<file path="config.mk">
export PLATFORM = sky130hd
export DESIGN_NAME = tcspm_queue
export DESIGN_NICKNAME = d
export VERILOG_FILES = /design/src/tcspm_pkg.sv /design/src/tcspm_queue.sv
export SDC_FILE = /design/constraint.sdc
export NUM_CORES = 1
export LEC_CHECK = 0
export BUFFER_PORTS_ARGS = -buffer_cell sky130_fd_sc_hd__buf_2
export CAP_MARGIN = 5
export CORE_MARGIN = 4
export CORE_UTILIZATION = 50
export DETAILED_ROUTE_END_ITERATION = 7
export PLACE_DENSITY = 0.69
export SYNTH_ARGS = -nofsm -noshare
export SYNTH_HDL_FRONTEND = slang
export SYNTH_SLANG_ARGS = --single-unit
</file>
<file path="constraint.sdc">
create_clock -name i_clk -period 23.5 [get_ports i_clk]
set_clock_uncertainty 0.1 [all_clocks]
set_input_delay 4.7 -clock i_clk [delete_from_list [all_inputs] [get_ports i_clk]]
set_output_delay 4.7 -clock i_clk [all_outputs]
set_load 0.05 [all_outputs]
</file>
<file path="src/tcspm_pkg.sv">
// shared types and constants of the two-channel spectrum peak mask block
// used by every module of the block; no dependencies
`timescale 1ns / 1ps

package tcspm_pkg;

    // default configuration
    localparam int LOG2_BINS_DEF   = 10;
    localparam int SAMPLE_BITS_DEF = 24;

    // fixed field widths
    localparam int SAMPLE_W  = 24;
    localparam int POW_W     = 50;
    localparam int BIN_IDX_W = 10;
    localparam int BIN9_W    = 9;
    localparam int CNT_W     = 10;

    // ((1 + sqrt 2) / 2)^2 in q1.16
    localparam int          SCALE_W   = 17;
    localparam logic [16:0] SCALE_Q16 = 17'd95493;
    localparam int          FRAC_W    = 16;

    // front to back queue
    localparam int QUEUE_DEPTH = 4;

    // record codes
    localparam logic KIND_BIN     = 1'b0;
    localparam logic KIND_SUMMARY = 1'b1;
    localparam logic CH_A         = 1'b0;
    localparam logic CH_B         = 1'b1;

    localparam logic [CNT_W-1:0] CNT_MAX = '1;

    typedef struct packed {
        logic [POW_W-1:0]     lim_a;
        logic [POW_W-1:0]     lim_b;
        logic [BIN_IDX_W-1:0] bin_index;
        logic                 start;
        logic                 pos;
        logic                 fin;
    } t_bin_meta;

    typedef struct packed {
        t_bin_meta        meta;
        logic [POW_W-1:0] power_a;
        logic [POW_W-1:0] power_b;
    } t_bin_item;

    typedef struct packed {
        logic                 record_kind;
        logic                 channel;
        logic [BIN_IDX_W-1:0] bin_index;
        logic [POW_W-1:0]     power_a;
        logic [POW_W-1:0]     power_b;
        logic                 peak_found;
        logic [BIN9_W-1:0]    peak_bin;
        logic [POW_W-1:0]     peak_power;
        logic [CNT_W-1:0]     violation_count;
        logic [BIN9_W-1:0]    first_violation_bin;
        logic [BIN9_W-1:0]    last_violation_bin;
        logic                 last_result;
    } t_result;

endpackage

</file>
<file path="src/tcspm_queue.sv">
// short register queue between the front and back parts
// depends on tcspm_pkg
`timescale 1ns / 1ps

module tcspm_queue (
    input  logic                  i_clk,
    input  logic                  i_rst_n,
    input  logic                  i_push,
    input  tcspm_pkg::t_bin_item  i_data,
    output logic                  o_full,
    input  logic                  i_pop,
    output tcspm_pkg::t_bin_item  o_data,
    output logic                  o_empty
);
    import tcspm_pkg::*;

    localparam int PTR_W = $clog2(QUEUE_DEPTH);

    t_bin_item          r_mem [QUEUE_DEPTH];
    logic [PTR_W-1:0]   r_wr_ptr;
    logic [PTR_W-1:0]   r_rd_ptr;
    logic [PTR_W:0]     r_count;
    logic               w_wr;
    logic               w_rd;

    assign o_full  = (r_count == (PTR_W+1)'(QUEUE_DEPTH));
    assign o_empty = (r_count == '0);
    assign w_wr    = i_push && !o_full;
    assign w_rd    = i_pop && !o_empty;
    assign o_data  = r_mem[r_rd_ptr];

    always_ff @(posedge i_clk) begin
        if (!i_rst_n) begin
            r_wr_ptr <= '0;
            r_rd_ptr <= '0;
            r_count  <= '0;
        end else begin
            if (w_wr) begin
                r_wr_ptr <= r_wr_ptr + 1'b1;
            end
            if (w_rd) begin
                r_rd_ptr <= r_rd_ptr + 1'b1;
            end
            if (w_wr && !w_rd) begin
                r_count <= r_count + 1'b1;
            end else if (w_rd && !w_wr) begin
                r_count <= r_count - 1'b1;
            end
        end
    end

    always_ff @(posedge i_clk) begin
        if (w_wr) begin
            r_mem[r_wr_ptr] <= i_data;
        end
    end

endmodule

</file>
; ---- Word-level counts from Yosys, hierarchy flattened
; Memory sizes are Yosys's and may differ from the RTL's. A register that Yosys moved wholly into a read port is not among the register bits.
; Cells that the tools add are included.
[word_totals]
ff_bits = 7
ramBits = 852
out_inout_bits = 215
word_cells = 25
memories = 1
[memory_table]
columns = memory, words, word_bits, rd, rd_ports_with_merged_regs, wr, line_no
row1 = r_mem, 4, 213, 1, 1, 1, tcspm_queue.sv:19  ; t_bin_item r_mem [QUEUE_DEPTH];
[classes]
add_sub_neg = 4
eq_ne = 1
muxes = 6
n_reduce_logical = 10
[ops]
columns = cell, count
row1 = $mux 3, 2
row2 = $add 2x1->2 const B, 2
row3 = $logic_and 1x1->1, 4
row4 = $logic_not 1->1, 4
row5 = $mux 2, 2
row6 = $add 3x1->3 const B, 1
row7 = $eq 3x3->1 const B, 1
row8 = $logic_not 3->1, 1
row9 = $sub 3x1->3 const B, 1
row10 = $mux 1, 2
row11 = $reduce_bool 2->1, 1

; ---- Longest topological paths before layout
[logic_depth]
depth_word = 7
depth_mapped = 9

; ---- Least setup slack after synthesis
; Ideal clock, no wire load.
[synth_path]
path_kind = input port to flip-flop
startpoint = in i_push
endpoint = mem r_mem[0][0] (netlist bit) (enable)
arrival_ns = 9.939
setup_slack_ns = 12.861
stages = 3
path_buffers = 1
cell_sequence = nor2b_1 clkbuf_1 and2_1
[synth_between]
elab_chain_len = 3
[synth_rtl]
columns = element, line_no
row1 = from (decl), tcspm_queue.sv:8  ; input logic i_push,
row2 = $logic_and 1x1->1, tcspm_queue.sv:28  ; assign w_wr = i_push && !o_full;
row3 = net w_wr, tcspm_queue.sv:23  ; logic w_wr;
row4 = $mux 1, tcspm_queue.sv:53  ; if (w_wr) begin
row5 = $mux 1 (implied by the code), tcspm_queue.sv:54  ; r_mem[r_wr_ptr] <= i_data;
row6 = to (decl), tcspm_queue.sv:19
; The timed path passes the listed nets, and every way through them passes these cells.

==> results.py <==
metrics = {
    "run_status": {
        "outcome": "finished clean",
    },
    "detailed_routing": {
        "ant_nets": 0,
        "viasPerCell": 5.482,
        "drc_errors": 0,
        "drt-pass1-iter-count": 5,
        "post_drt_wl_per_cell_um": 23.79,
        "wl_um": 61250,
        "vias": 14120,
        "first_iter_violations": 1034,
    },
    "worst_setup_path": {
        "critPathLaunchType": "flop",
        "worstPathRequired_ps": 18700,
        "crit_fanout": 52,
        "worstReg2RegStart": "r_count[0]",
        "crit_type": "reg -> out",
        "path_common_cell": "buf_4",
        "cpPeakStageDelay_ps": 970,
        "reg2reg_depth": 5,
        "critPathSlowestCell": "dfxtp_4",
        "worstPathArrival_ps": 4210,
        "crit_chain": "buf_4 > buf_4 > mux4_2 > buf_2",
        "critPathCaptureType": "output pin",
    },
    "cts": {
        "clk_latency_ps": 620,
        "cts_buffers": 88,
        "h-tree-depth": 3,
        "path_clk_slew_ps": 60,
        "postCtsSetupRepairBufs": 0,
        "cts_resized": 0,
        "cts_num_sinks": 861,
        "cts_tree": "done",
        "root_buffer": "clkbuf_16",
        "clk_path_buf_depth": 3,
        "cts_hold_buf": 0,
    },
    "timing": {
        "tightest_slew_ps": 1039,
        "post-route-min-period_ps": 9006,
        "maxSlewViolCount": 0,
        "post-route-period-util": 0.3832,
        "layout_setup_ws_ps": 14490,
        "tns_ps": 0,
        "finalSetupViolCount": 0,
        "maxSlewHeadroom": 0.3075,
        "final_hold_viol_count": 0,
        "rsz0062_at_grt": "no",
        "max_freq_mhz": 111.0,
    },
    "place": {
        "globalplace.congestion": 0.7496,
        "hpwlAfterDp_um": 36300,
        "io_buffers": 431,
        "preCtsSetupSlack_ps": 14940,
    },
    "global_route": {
        "met2_usage": 0.2901,
        "grt_max_degree": 67,
        "grt_pass1_vias": 14900,
        "top_usage_layer": "met2",
        "met1_usage": 0.2470,
        "grt_antenna_before_repair": 20,
        "track_usage": 0.1837,
        "grt_pass1_wl_um": 92530,
        "overflow": 0,
        "met3_usage": 0.05972,
    },
    "hold_path": {
        "hp-class": "reg -> reg",
        "min_path_cells": 2,
        "holdCritStartpoint": "r_wr_ptr[0]",
    },
    "floorplanning": {
        "initial_core_util": 0.5057,
        "rows": 91,
        "fp.dieW_um": 257.8,
        "core_um2": 61710,
        "dieArea_um2": 66470,
        "die_h_um": 257.8,
        "num_io_pins": 432,
    },
    "pwr": {
        "vdd_drop_max_uv": 87.89,
        "powerDensity_nw_per_um2": 128.4,
        "p_leak_nw": 12.42,
    },
    "synthesis": {
        "yosys_warnings": 0,
        "synth_fp_nets": 1384,
        "netlist_area_um2": 31200,
        "ys_types": 22,
        "synth-seq-cells": 861,
        "synth_seq_area_share": 0.8257,
        "syn_inst": 1161,
        "syn_area_per_cell_um2": 26.88,
    },
    "cells_and_area": {
        "drive_above_1_share": 0.4635,
        "area_growth_pct": 19.41,
        "n_fill_cell": 4293,
        "final_nets": 1874,
    },
    "job": {
        "max_cap_viol_count": 0,
    },
}
final timing paths:
| kind | to | slack (ps) |
|---|---|---|
| worst max-delay path | o_data[96] | 14490 |
| worst min-delay path | r_wr_ptr[0] | 410 |
| worst max register to register | r_mem[2][206] | 19480 |
| worst min register to register | r_wr_ptr[0] | 410 |
synth_stat cells:
library cell    n  area, um2
mux2i_1         3      30.03
inv_1           3      11.26
o31ai_1         1      7.510
xnor2_1         3      26.28
fa_1            1      20.02
nand2_1         4      15.01
buf_2          23      115.1
nor3b_1         1      7.510
clkbuf_1        8      30.03
o21ai_0         1      5.000
mux4_2        213       4797
buf_6          19      214.0
xor2_1          1      8.760
ha_1            5      62.56
nor3_1          1      5.000
nor2b_1         2      12.51
edfxtp_1      852      25580
o311ai_0        1      8.760
or3_1           1      6.260
dfxtp_1         9      180.2
a21boi_0        1      7.510
and2_1          8      50.05
cell families after synthesis:
| group | after synthesis | synth area share |
|---|---|---|
| flops | 861 | 0.8257 |
| fa+ha+maj | 6 | 0.002646 |
| buf+inv | 53 | 0.01187 |
| compound gates | 4 | 0.0009223 |
| simple gates | 17 | 0.003087 |
| xor+xnor | 4 | 0.001123 |
| mux | 216 | 0.1547 |
state kept, by name (all words and copies together), names as in the netlist, named ones only:
register and cells:
r_mem 852, r_rd_ptr 2, r_count 3, r_wr_ptr 2
power breakdown:
group          internal, mW  switching, mW  total [mW]
Combinational         0.421           1.02        1.44
Clock                 0.862          0.559        1.42
Sequential             1.87         0.0606        1.93
worst max-delay path: cells and delay by family (launching register included):
family | cells | cell delay (ps)
buffers and inverters | 3 | 1850
multiplexers | 1 | 670
flip-flops | 1 | 970
layout by cell type, fill, tap and decap left out:
master and count:
edfxtp_1 852, buf_2 431, mux4_2 213, clkbuf_16 91
clkinv_1 25, buf_4 19, clkinv_2 18, diode_2 14
bufinv_16 14, clkbuf_1 8, dfxtp_1 7, ha_1 5
and2_4 4, and2_1 4, nand2_1 4, inv_1 3
xnor2_1 3, mux2i_1 3, nor2b_1 2, dfxtp_4 2
inv_8 2, nor3b_1 1, nor3_1 1, o31ai_1 1
o311ai_0 1, xor2_1 1, o21ai_0 1, or3_1 1
a21boi_0 1, fa_1 1, clkinv_16 1, clkinv_8 1
inv_16 1, inv_6 1, clkinvlp_4 1
final cells by class:
class	count	area, um2	share of cell area
timing repair buffer	450	2300	0.06172
tap	837	1047	0.02811
clock buffer	99	2307	0.06192
sequential	861	25770	0.6916
inverter	3	11.26	0.0003022
clock inverter	64	709.4	0.01904
antenna	14	35.03	0.0009402
multi-input combinational	247	5080	0.1363
metrics by stage:
| step | total power [mW] | std cells | hold WS, ps | utilization | area (um2) |
|---|---|---|---|---|---|
| final | 4.786 | 2575 | 405.7 | 0.6038 | 37260 |
| after global routing | 4.978 | 2568 | 446.2 | 0.6035 | 37240 |
| after CTS | 4.847 | 2561 | 407.4 | 0.6032 | 37230 |
| after detailed placement | 3.417 | 2398 | 401.2 | 0.5544 | 34210 |
| after global placement | 3.405 | 2398 | 377.7 | 0.5544 | 34210 |
| after floorplan | 3.118 | 1161 | 367.7 | - | 31200 |
per-layer routing:
metal	routed length, um	share of wire
met5	112	0.0018
met4	1732	0.028
met3	5407	0.088
met2	30140	0.49
met1	23850	0.39
Note: power is estimated with default switching activity, not from simulation.
