<file path="src/tcspm_pkg.sv">
// shared types and constants of the two-channel spectrum peak mask block
// used by every module of the block; no dependencies
`timescale 1ns / 1ps

package tcspm_pkg;

    // default configuration
    localparam int LOG2_BINS_DEF   = 10;
    localparam int SAMPLE_BITS_DEF = 24;

    // fixed field widths
    localparam int SAMPLE_W  = 24;
    localparam int POW_W     = 50;
    localparam int BIN_IDX_W = 10;
    localparam int BIN9_W    = 9;
    localparam int CNT_W     = 10;

    // ((1 + sqrt 2) / 2)^2 in q1.16
    localparam int          SCALE_W   = 17;
    localparam logic [16:0] SCALE_Q16 = 17'd95493;
    localparam int          FRAC_W    = 16;

    // front to back queue
    localparam int QUEUE_DEPTH = 4;

    // record codes
    localparam logic KIND_BIN     = 1'b0;
    localparam logic KIND_SUMMARY = 1'b1;
    localparam logic CH_A         = 1'b0;
    localparam logic CH_B         = 1'b1;

    localparam logic [CNT_W-1:0] CNT_MAX = '1;

    typedef struct packed {
        logic [POW_W-1:0]     lim_a;
        logic [POW_W-1:0]     lim_b;
        logic [BIN_IDX_W-1:0] bin_index;
        logic                 start;
        logic                 pos;
        logic                 fin;
    } t_bin_meta;

    typedef struct packed {
        t_bin_meta        meta;
        logic [POW_W-1:0] power_a;
        logic [POW_W-1:0] power_b;
    } t_bin_item;

    typedef struct packed {
        logic                 record_kind;
        logic                 channel;
        logic [BIN_IDX_W-1:0] bin_index;
        logic [POW_W-1:0]     power_a;
        logic [POW_W-1:0]     power_b;
        logic                 peak_found;
        logic [BIN9_W-1:0]    peak_bin;
        logic [POW_W-1:0]     peak_power;
        logic [CNT_W-1:0]     violation_count;
        logic [BIN9_W-1:0]    first_violation_bin;
        logic [BIN9_W-1:0]    last_violation_bin;
        logic                 last_result;
    } t_result;

endpackage

</file>
<file path="src/tcspm_back.sv">
// back part: peak and mask statistics, record sequencing and output register
// depends on tcspm_pkg
`timescale 1ns / 1ps

module tcspm_back (
    input  logic                               i_clk,
    input  logic                               i_rst_n,
    input  logic                               i_cfg_valid,
    output logic                               o_cfg_ready,
    input  logic [tcspm_pkg::POW_W-1:0]        i_cfg_wdata,
    input  logic                               i_q_empty,
    input  tcspm_pkg::t_bin_item               i_q_data,
    output logic                               o_q_pop,
    input  logic                               i_pop,
    output logic                               o_res_valid,
    output tcspm_pkg::t_result                 o_res
);
    import tcspm_pkg::*;

    typedef enum logic [2:0] {
        ST_BIN   = 3'b001,
        ST_SUM_A = 3'b010,
        ST_SUM_B = 3'b100
    } t_back_state;

    t_back_state             r_state, n_state;
    logic [POW_W-1:0]        r_min_peak;

    logic [1:0][POW_W-1:0]   r_best_power, n_best_power;
    logic [1:0][BIN9_W-1:0]  r_best_bin, n_best_bin;
    logic [1:0]              r_best_valid, n_best_valid;
    logic [1:0][CNT_W-1:0]   r_mask_count, n_mask_count;
    logic [1:0][BIN9_W-1:0]  r_first_bad, n_first_bad;
    logic [1:0][BIN9_W-1:0]  r_last_bad, n_last_bad;

    logic [1:0][POW_W-1:0]   w_pow;
    logic [1:0][POW_W-1:0]   w_lim;
    logic [BIN9_W-1:0]       w_bin9;
    logic                    w_load;
    logic                    w_fire;
    logic                    w_ch;
    t_result                 r_res, n_res;
    logic                    r_res_valid;

    assign o_cfg_ready = 1'b1;

    always_ff @(posedge i_clk) begin
        if (!i_rst_n) begin
            r_min_peak <= POW_W'(1);
        end else if (i_cfg_valid) begin
            r_min_peak <= i_cfg_wdata;
        end
    end

    // output register frees up on a pop, summaries need no queue entry
    assign w_load  = !r_res_valid || i_pop;
    assign w_fire  = (r_state == ST_BIN) ? !i_q_empty : 1'b1;
    assign o_q_pop = (r_state == ST_BIN) && !i_q_empty && w_load;

    assign w_pow[0] = i_q_data.power_a;
    assign w_pow[1] = i_q_data.power_b;
    assign w_lim[0] = i_q_data.meta.lim_a;
    assign w_lim[1] = i_q_data.meta.lim_b;
    assign w_bin9   = i_q_data.meta.bin_index[BIN9_W-1:0];

    always_comb begin
        for (int c = 0; c < 2; c++) begin
            if (i_q_data.meta.start) begin
                n_best_power[c] = r_min_peak;
                n_best_bin[c]   = '0;
                n_best_valid[c] = 1'b0;
                n_mask_count[c] = '0;
                n_first_bad[c]  = '0;
                n_last_bad[c]   = '0;
            end else begin
                n_best_power[c] = r_best_power[c];
                n_best_bin[c]   = r_best_bin[c];
                n_best_valid[c] = r_best_valid[c];
                n_mask_count[c] = r_mask_count[c];
                n_first_bad[c]  = r_first_bad[c];
                n_last_bad[c]   = r_last_bad[c];
            end
            if (i_q_data.meta.pos) begin
                if (w_pow[c] > n_best_power[c]) begin
                    n_best_power[c] = w_pow[c];
                    n_best_bin[c]   = w_bin9;
                    n_best_valid[c] = 1'b1;
                end
                if (w_pow[c] > w_lim[c]) begin
                    if (n_mask_count[c] == '0) begin
                        n_first_bad[c] = w_bin9;
                    end
                    n_last_bad[c] = w_bin9;
                    if (n_mask_count[c] != CNT_MAX) begin
                        n_mask_count[c] = n_mask_count[c] + 1'b1;
                    end
                end
            end
        end
    end

    always_ff @(posedge i_clk) begin
        if (!i_rst_n) begin
            r_best_power <= {POW_W'(1), POW_W'(1)};
            r_best_bin   <= '0;
            r_best_valid <= '0;
            r_mask_count <= '0;
            r_first_bad  <= '0;
            r_last_bad   <= '0;
        end else if (o_q_pop) begin
            r_best_power <= n_best_power;
            r_best_bin   <= n_best_bin;
            r_best_valid <= n_best_valid;
            r_mask_count <= n_mask_count;
            r_first_bad  <= n_first_bad;
            r_last_bad   <= n_last_bad;
        end
    end

    assign w_ch = (r_state == ST_SUM_B) ? CH_B : CH_A;

    always_comb begin
        n_res   = '0;
        n_state = r_state;
        case (r_state)
            ST_BIN: begin
                n_res.record_kind = KIND_BIN;
                n_res.bin_index   = i_q_data.meta.bin_index;
                n_res.power_a     = i_q_data.power_a;
                n_res.power_b     = i_q_data.power_b;
                n_res.last_result = !i_q_data.meta.fin;
                n_state           = i_q_data.meta.fin ? ST_SUM_A : ST_BIN;
            end
            ST_SUM_A, ST_SUM_B: begin
                n_res.record_kind         = KIND_SUMMARY;
                n_res.channel             = w_ch;
                n_res.peak_found          = r_best_valid[w_ch];
                n_res.peak_bin            = r_best_bin[w_ch];
                n_res.peak_power          = r_best_power[w_ch];
                n_res.violation_count     = r_mask_count[w_ch];
                n_res.first_violation_bin = r_first_bad[w_ch];
                n_res.last_violation_bin  = r_last_bad[w_ch];
                n_res.last_result         = (w_ch == CH_B);
                n_state                   = (w_ch == CH_B) ? ST_BIN : ST_SUM_B;
            end
            default: begin
                n_state = ST_BIN;
            end
        endcase
    end

    always_ff @(posedge i_clk) begin
        if (!i_rst_n) begin
            r_state     <= ST_BIN;
            r_res_valid <= 1'b0;
        end else if (w_load) begin
            r_res_valid <= w_fire;
            if (w_fire) begin
                r_state <= n_state;
            end
        end
    end

    always_ff @(posedge i_clk) begin
        if (w_load && w_fire) begin
            r_res <= n_res;
        end
    end

    assign o_res_valid = r_res_valid;
    assign o_res       = r_res;

endmodule

</file>
<file path="config.mk">
export PLATFORM = sky130hd
export DESIGN_NAME = tcspm_back
export DESIGN_NICKNAME = d
export VERILOG_FILES = /design/src/tcspm_pkg.sv /design/src/tcspm_back.sv
export SDC_FILE = /design/constraint.sdc
export NUM_CORES = 1
export LEC_CHECK = 0
export BUFFER_PORTS_ARGS = -buffer_cell sky130_fd_sc_hd__buf_2
export CAP_MARGIN = 20
export CELL_PAD_IN_SITES_DETAIL_PLACEMENT = 1
export CELL_PAD_IN_SITES_GLOBAL_PLACEMENT = 1
export CORE_MARGIN = 1
export CORE_UTILIZATION = 43
export CTS_BUF_LIST = sky130_fd_sc_hd__clkbuf_4 sky130_fd_sc_hd__clkbuf_8 sky130_fd_sc_hd__clkbuf_16
export CTS_CLUSTER_DIAMETER = 40
export DETAILED_ROUTE_END_ITERATION = 10
export GPL_ROUTABILITY_DRIVEN = 0
export PLACE_DENSITY_LB_ADDON = 0.1
export SLEW_MARGIN = 25
export SYNTH_ARGS = -nofsm -noshare
export SYNTH_HDL_FRONTEND = slang
export SYNTH_SLANG_ARGS = --single-unit
</file>
<file path="constraint.sdc">
create_clock -name i_clk -period 14.6 [get_ports i_clk]
set_input_delay 2.92 -clock i_clk [delete_from_list [all_inputs] [get_ports i_clk]]
set_output_delay 2.92 -clock i_clk [all_outputs]
set_load 0.01 [all_outputs]
</file>
# --- Yosys cells after proc, flatten, opt, wreduce, memory -nomap -nowiden ---
# Cells that the tools add are included.
word_totals:
  reg_bits: 431
  out_inout_bits: 204
  in_bits: 268
  word_cells: 108
classes:
  n_lt_le_gt_ge: 5
  n_mux: 59
  eq_ne: 5
  add_sub_neg: 2
  reduce_logical: 11
op_table:
  columns: ["op", "count"]
  rows:
  - ["$mux W50", 8]
  - ["$mux W9", 26]
  - ["$gt A50 B50 Y1", 4]
  - ["$mux W10", 10]
  - ["$add A10 B1 Y10 const B", 2]
  - ["$logic_not A10 Y1", 2]
  - ["$ne A10 B10 Y1 const B", 2]
  - ["$mux W1", 11]
  - ["$pmux W3 S2", 1]
  - ["$eq A3 B1 Y1 const B", 1]
  - ["$eq A3 B2 Y1 const B", 1]
  - ["$eq A3 B3 Y1 const B", 1]
  - ["$logic_and A1 B1 Y1", 3]
  - ["$logic_not A1 Y1", 3]
  - ["$mux W3", 1]
  - ["$lt A1 B2 Y1 const B", 1]
  - ["$mux W2", 1]
  - ["$pmux W1 S2", 1]
  - ["$reduce_and A2 Y1", 1]
  - ["$reduce_or A2 Y1", 1]
  - ["$logic_or A1 B1 Y1", 1]

# --- Longest topological paths before layout ---
logic_depth:
  word_depth: 5
  ltp_mapped: 17
  ltp_nobuf: 11

# --- Worst setup path before layout ---
# No wires, ideal clock.
synth_path:
  kind: "in2reg"
  startpoint: "input port i_pop"
  endpoint: "register r_res, in the netlist o_res[0], enable pin"
  required_ns: 13.771
  n_path_buf: 0
  setup_slack_ns: 1.081
  stages: 2
  t_arrival_ns: 12.690
  setup_time_ns: 0.829
  path_cell_list: "nor2b_1 a21oi_1"
synth_between:
  elab_chain_cells: 2
synth_rtl:
  columns: ["item", "line_no", "text"]
  rows:
  - ["from (decl)", "tcspm_back.sv:14", "input logic i_pop,"]
  - ["$logic_or A1 B1 Y1", "tcspm_back.sv:56", "assign w_load = !r_res_valid || i_pop;"]
  - ["$logic_and A1 B1 Y1", "tcspm_back.sv:165", "if (w_load && w_fire) begin"]
  - ["to (signal assigned)", "tcspm_back.sv:166", "r_res <= n_res;"]
  - ["to (decl)", "tcspm_back.sv:42", "t_result r_res, n_res;"]
# Every way passes these cells.
# A chain may end at the register's enable or synchronous reset.

# --- Final worst setup path ---
layout_path:
  startpoint: "input port i_q_data[102] (netlist name)"
  endpoint: "register r_best_bin[12] (netlist name)"
layout_between:
  elab_chain_cells: 4
  elab_cells_between_ends: 5
  cone_classes: "order compare (1); mux (4)"
layout_rtl:
  columns: ["item", "line_no", "text"]
  rows:
  - ["from (decl)", "tcspm_back.sv:12", "input tcspm_pkg::t_bin_item i_q_data,"]
  - ["$mux W50", "tcspm_back.sv:68", "if (i_q_data.meta.start) begin"]
  - ["$gt A50 B50 Y1", "tcspm_back.sv:84", "if (w_pow[c] > n_best_power[c]) begin"]
  - ["$mux W9", "tcspm_back.sv:84", null]
  - ["$mux W9 *", "tcspm_back.sv:83", "if (i_q_data.meta.pos) begin"]
  - ["to (signal assigned)", "tcspm_back.sv:112", "r_best_bin <= n_best_bin;"]
  - ["to (decl)", "tcspm_back.sv:30", "logic [1:0][BIN9_W-1:0] r_best_bin, n_best_bin;"]
# Every way passes the cells marked *; elsewhere a longest branch is shown, timed or not.

==> results.md <==
* Worst Path Required at 15140 ps
* Clk_skew at 26.5 ps
* Max Cap Violations at 0
* Residual overflow from global routing at 0
* Highest clock rate at 132 MHz
* First-pass GRT wire length at 132000 um
* TritonCTS clock tree: built
* DP Area at roughly 27000 um^2
* Maximum VDD drop at 101 uV
* Crit path max fanout at 100
* Cell Pwr Density at 138 nW/um^2
* Post-Syn Nets at 2751
* DIE HEIGHT at roughly 240 um
* HPWL Detailed at 61600 um
* Ports at 472
* Reg2Reg Setup Slack at 10170 ps
* DRC at 0
* Routed Wire Length at 87500 um
* Hold WS at 458 ps
* Switching part of the total power at 0.276
* H-Tree Depth at 3
* Filler cell count at slightly below 6000
* Mapped Area at 23600 um^2
* Critical setup path kind: input pin to flip-flop
* Clock power frac at 0.505
* Vias in the first global route at 21851
* Drt first pass iters at 5
* Die width at 236 um
* Gr usage total at 0.308
* TritonCTS Buffers at 85
* Cell-internal power at ~3.0 mW
* Worst slew pin tran at between 1000 and 1500 ps
* Syn avg cell area at 10.4 um^2
* Yosys reg bits at about 430
* CP max stage cell: buf_4
* Crit path cell chain: buf_6, buf_4, mux2i_1, ha_1, nand4_1, nor4bb_1, nand2_1, nor4_1, o41ai_1, a21oi_4, buf_4, nand2_2, mux2i_1
* Max stage delay on crit path at slightly below 800 ps
* Clock Root Buffer: clkbuf_16
* Initial Util at 0.437
* Design Area, Final at 29600 um^2
* Largest net degree at the start of global routing at 101
* Fin. max-slew vios at 0
* CP startpoint kind: input pin
* Headroom to the max-slew limit at 0.288
* Worst skew pair latency at 630 ps
* Clk slew on worst S/H paths at 50 ps
* Clock Path Buffers at 3
* Share of cells above drive strength 1 at 0.260
* Post-synthesis sequential area ratio at 0.451
* Final Setup Violations at 0
* DR iter-0 viols at 1355
* Yosys top cell by area: edfxtp_1
* Post-CTS setup buffer count at 0
* Most frequent cells in the layout: buf_2, dfxtp_1, ha_1, edfxtp_1, mux2i_1
* Synthesis-to-layout area growth at 25.4%
* Yosys top cell area share at 0.256
* Post-route ant nets at 0
* Async S/R FF share, synth at 0
* Worst path arrival time at 8090 ps
* CP Capture Type: flip-flop
* Unique masters post-synth at between 60 and 70
* IO Port Bufs at 470
* Final setup TNS at 0 ps
* HP Class: flip-flop to flip-flop
* DR vias/cell at 5.90
* Nets at 3180
* Lkg Pwr at roughly 13 nW
* Fin. Hold Viols at 0
* Routed vias at 20536
* WL/cell at 25.2 um
* Total die area at 55900 um^2
* Reg power frac at 0.350
* Ys Warns at 0
* Core area at roughly 54000 um^2
* Status: finished, final reports clean
* Ranking of synthesized cells by area: edfxtp_1, dfxtp_1, ha_1, mux2i_1, o2111a_1
* Logic pwr share at 0.145
* Post-synth EDFFs at 201
* Placement Rows at 85
* Initial antenna violation count at 8
* CTS Hold Bufs at 0
* Tcrit/Tclk final at 0.517
* Primary FF master, synth: dfxtp_1
* Commonest non-fill, non-tap cell in the layout: buf_2
* Unrepaired setup endpoints after global routing: no
* Syn Inst Count at 2279
* # resized after CTS at 0
* Clk sinks at 431
* Period minus WS final at 7550 ps
* Net switching power at 1.13 mW
==> worst max-delay path, delay by kind of cell <==
family,cells,cell delay [ps]
compound gates,2,420
fa+ha+maj,1,350
buf+inv,3,1970
mux,2,450
simple gates,5,1830
==> synth_stat cells, types with 11 or more instances <==
master      n
a21o_1     34
and2_1    112
a22o_1     88
nor2_1    121
o211ai_1   15
inv_1     117
nor4_1     12
mux2i_1   173
or3_1      99
a21oi_1   103
or3b_2     41
clkbuf_1  124
edfxtp_1  201
ha_1      204
dfxtp_1   230
nand4_1    42
o2111a_1   98
nand3_1    46
a31o_2     11
buf_1      19
and4_1     11
nand2_1   173
o21ai_0    55
a31oi_1    11
==> metrics by stage <==
step	util	setup WS (ps)	power, mW	cells
3_5_place_dp	0.492	6510	2.05	3317
6_report	0.548	7050	4.10	3480
2_1_floorplan	-	1080	1.80	2279
4_1_cts	0.548	7130	4.12	3476
3_3_place_gp	0.491	6680	2.01	3316
5_1_grt	0.548	6780	4.23	3478
==> power by group through the flow <==
| stage | registers, mW | clock network [mW] | logic [mW] |
|---|---|---|---|
| detailed placement | 1.46 | 0 | 0.589 |
| floorplan | 1.49 | 0 | 0.318 |
| CTS | 1.43 | 2.09 | 0.595 |
| global placement | 1.45 | 0 | 0.561 |
| finish | 1.44 | 2.07 | 0.594 |
| global route | 1.44 | 2.14 | 0.645 |
==> sequential cells by signal (all words and copies together), names as in the netlist, 3 cells and up <==
| signal | cells |
|---|---|
| r_mask_count | 20 |
| r_best_power | 100 |
| r_state | 3 |
| r_last_bad | 18 |
| r_best_bin | 18 |
| o_res | 201 |
| r_first_bad | 18 |
| r_min_peak | 50 |
==> cell type report <==
cell class | instances | area (um^2) | share of cell area
inverters | 118 | 444 | 0.0150
clock inverters | 61 | 741 | 0.0250
clock buffers | 98 | 2300 | 0.0777
diodes | 4 | 10.0 | 0.000338
repair buffers | 498 | 2590 | 0.0875
well taps | 696 | 871 | 0.0294
multi-input cells | 1574 | 12000 | 0.406
flip-flops and latches | 431 | 10600 | 0.359
==> cell families (layout without fill, tap and decap cells) <==
logic type | count (synthesis) | in the layout | share of synthesized area
simple gates | 725 | 725 | 0.167
other cells | 1 | 5 | 0.000159
fa+ha+maj | 204 | 204 | 0.108
buf+inv | 274 | 775 | 0.0449
flops | 431 | 431 | 0.451
compound gates | 471 | 471 | 0.156
mux | 173 | 173 | 0.0733
==> routing by layer <==
| layer | global-route usage | vias to the layer above | wire length [um] |
|---|---|---|---|
| met5 | 0 | - | 62 |
| met4 | 0.110 | 8 | 2750 |
| met3 | 0.0583 | 175 | 4610 |
| met2 | 0.532 | 624 | 42900 |
| met1 | 0.382 | 10316 | 37200 |
| li1 | - | 9413 | - |
==> worst paths after layout <==
kind | start | end | cells past startpoint
min reg2reg | r_first_bad[3] | r_first_bad[3] | 2
max | i_q_data[102] | r_best_bin[12] | 13
min | r_first_bad[3] | r_first_bad[3] | 2
max reg2reg | r_min_peak[40] | r_best_bin[12] | 11
(Power assumes the default switching activity.)
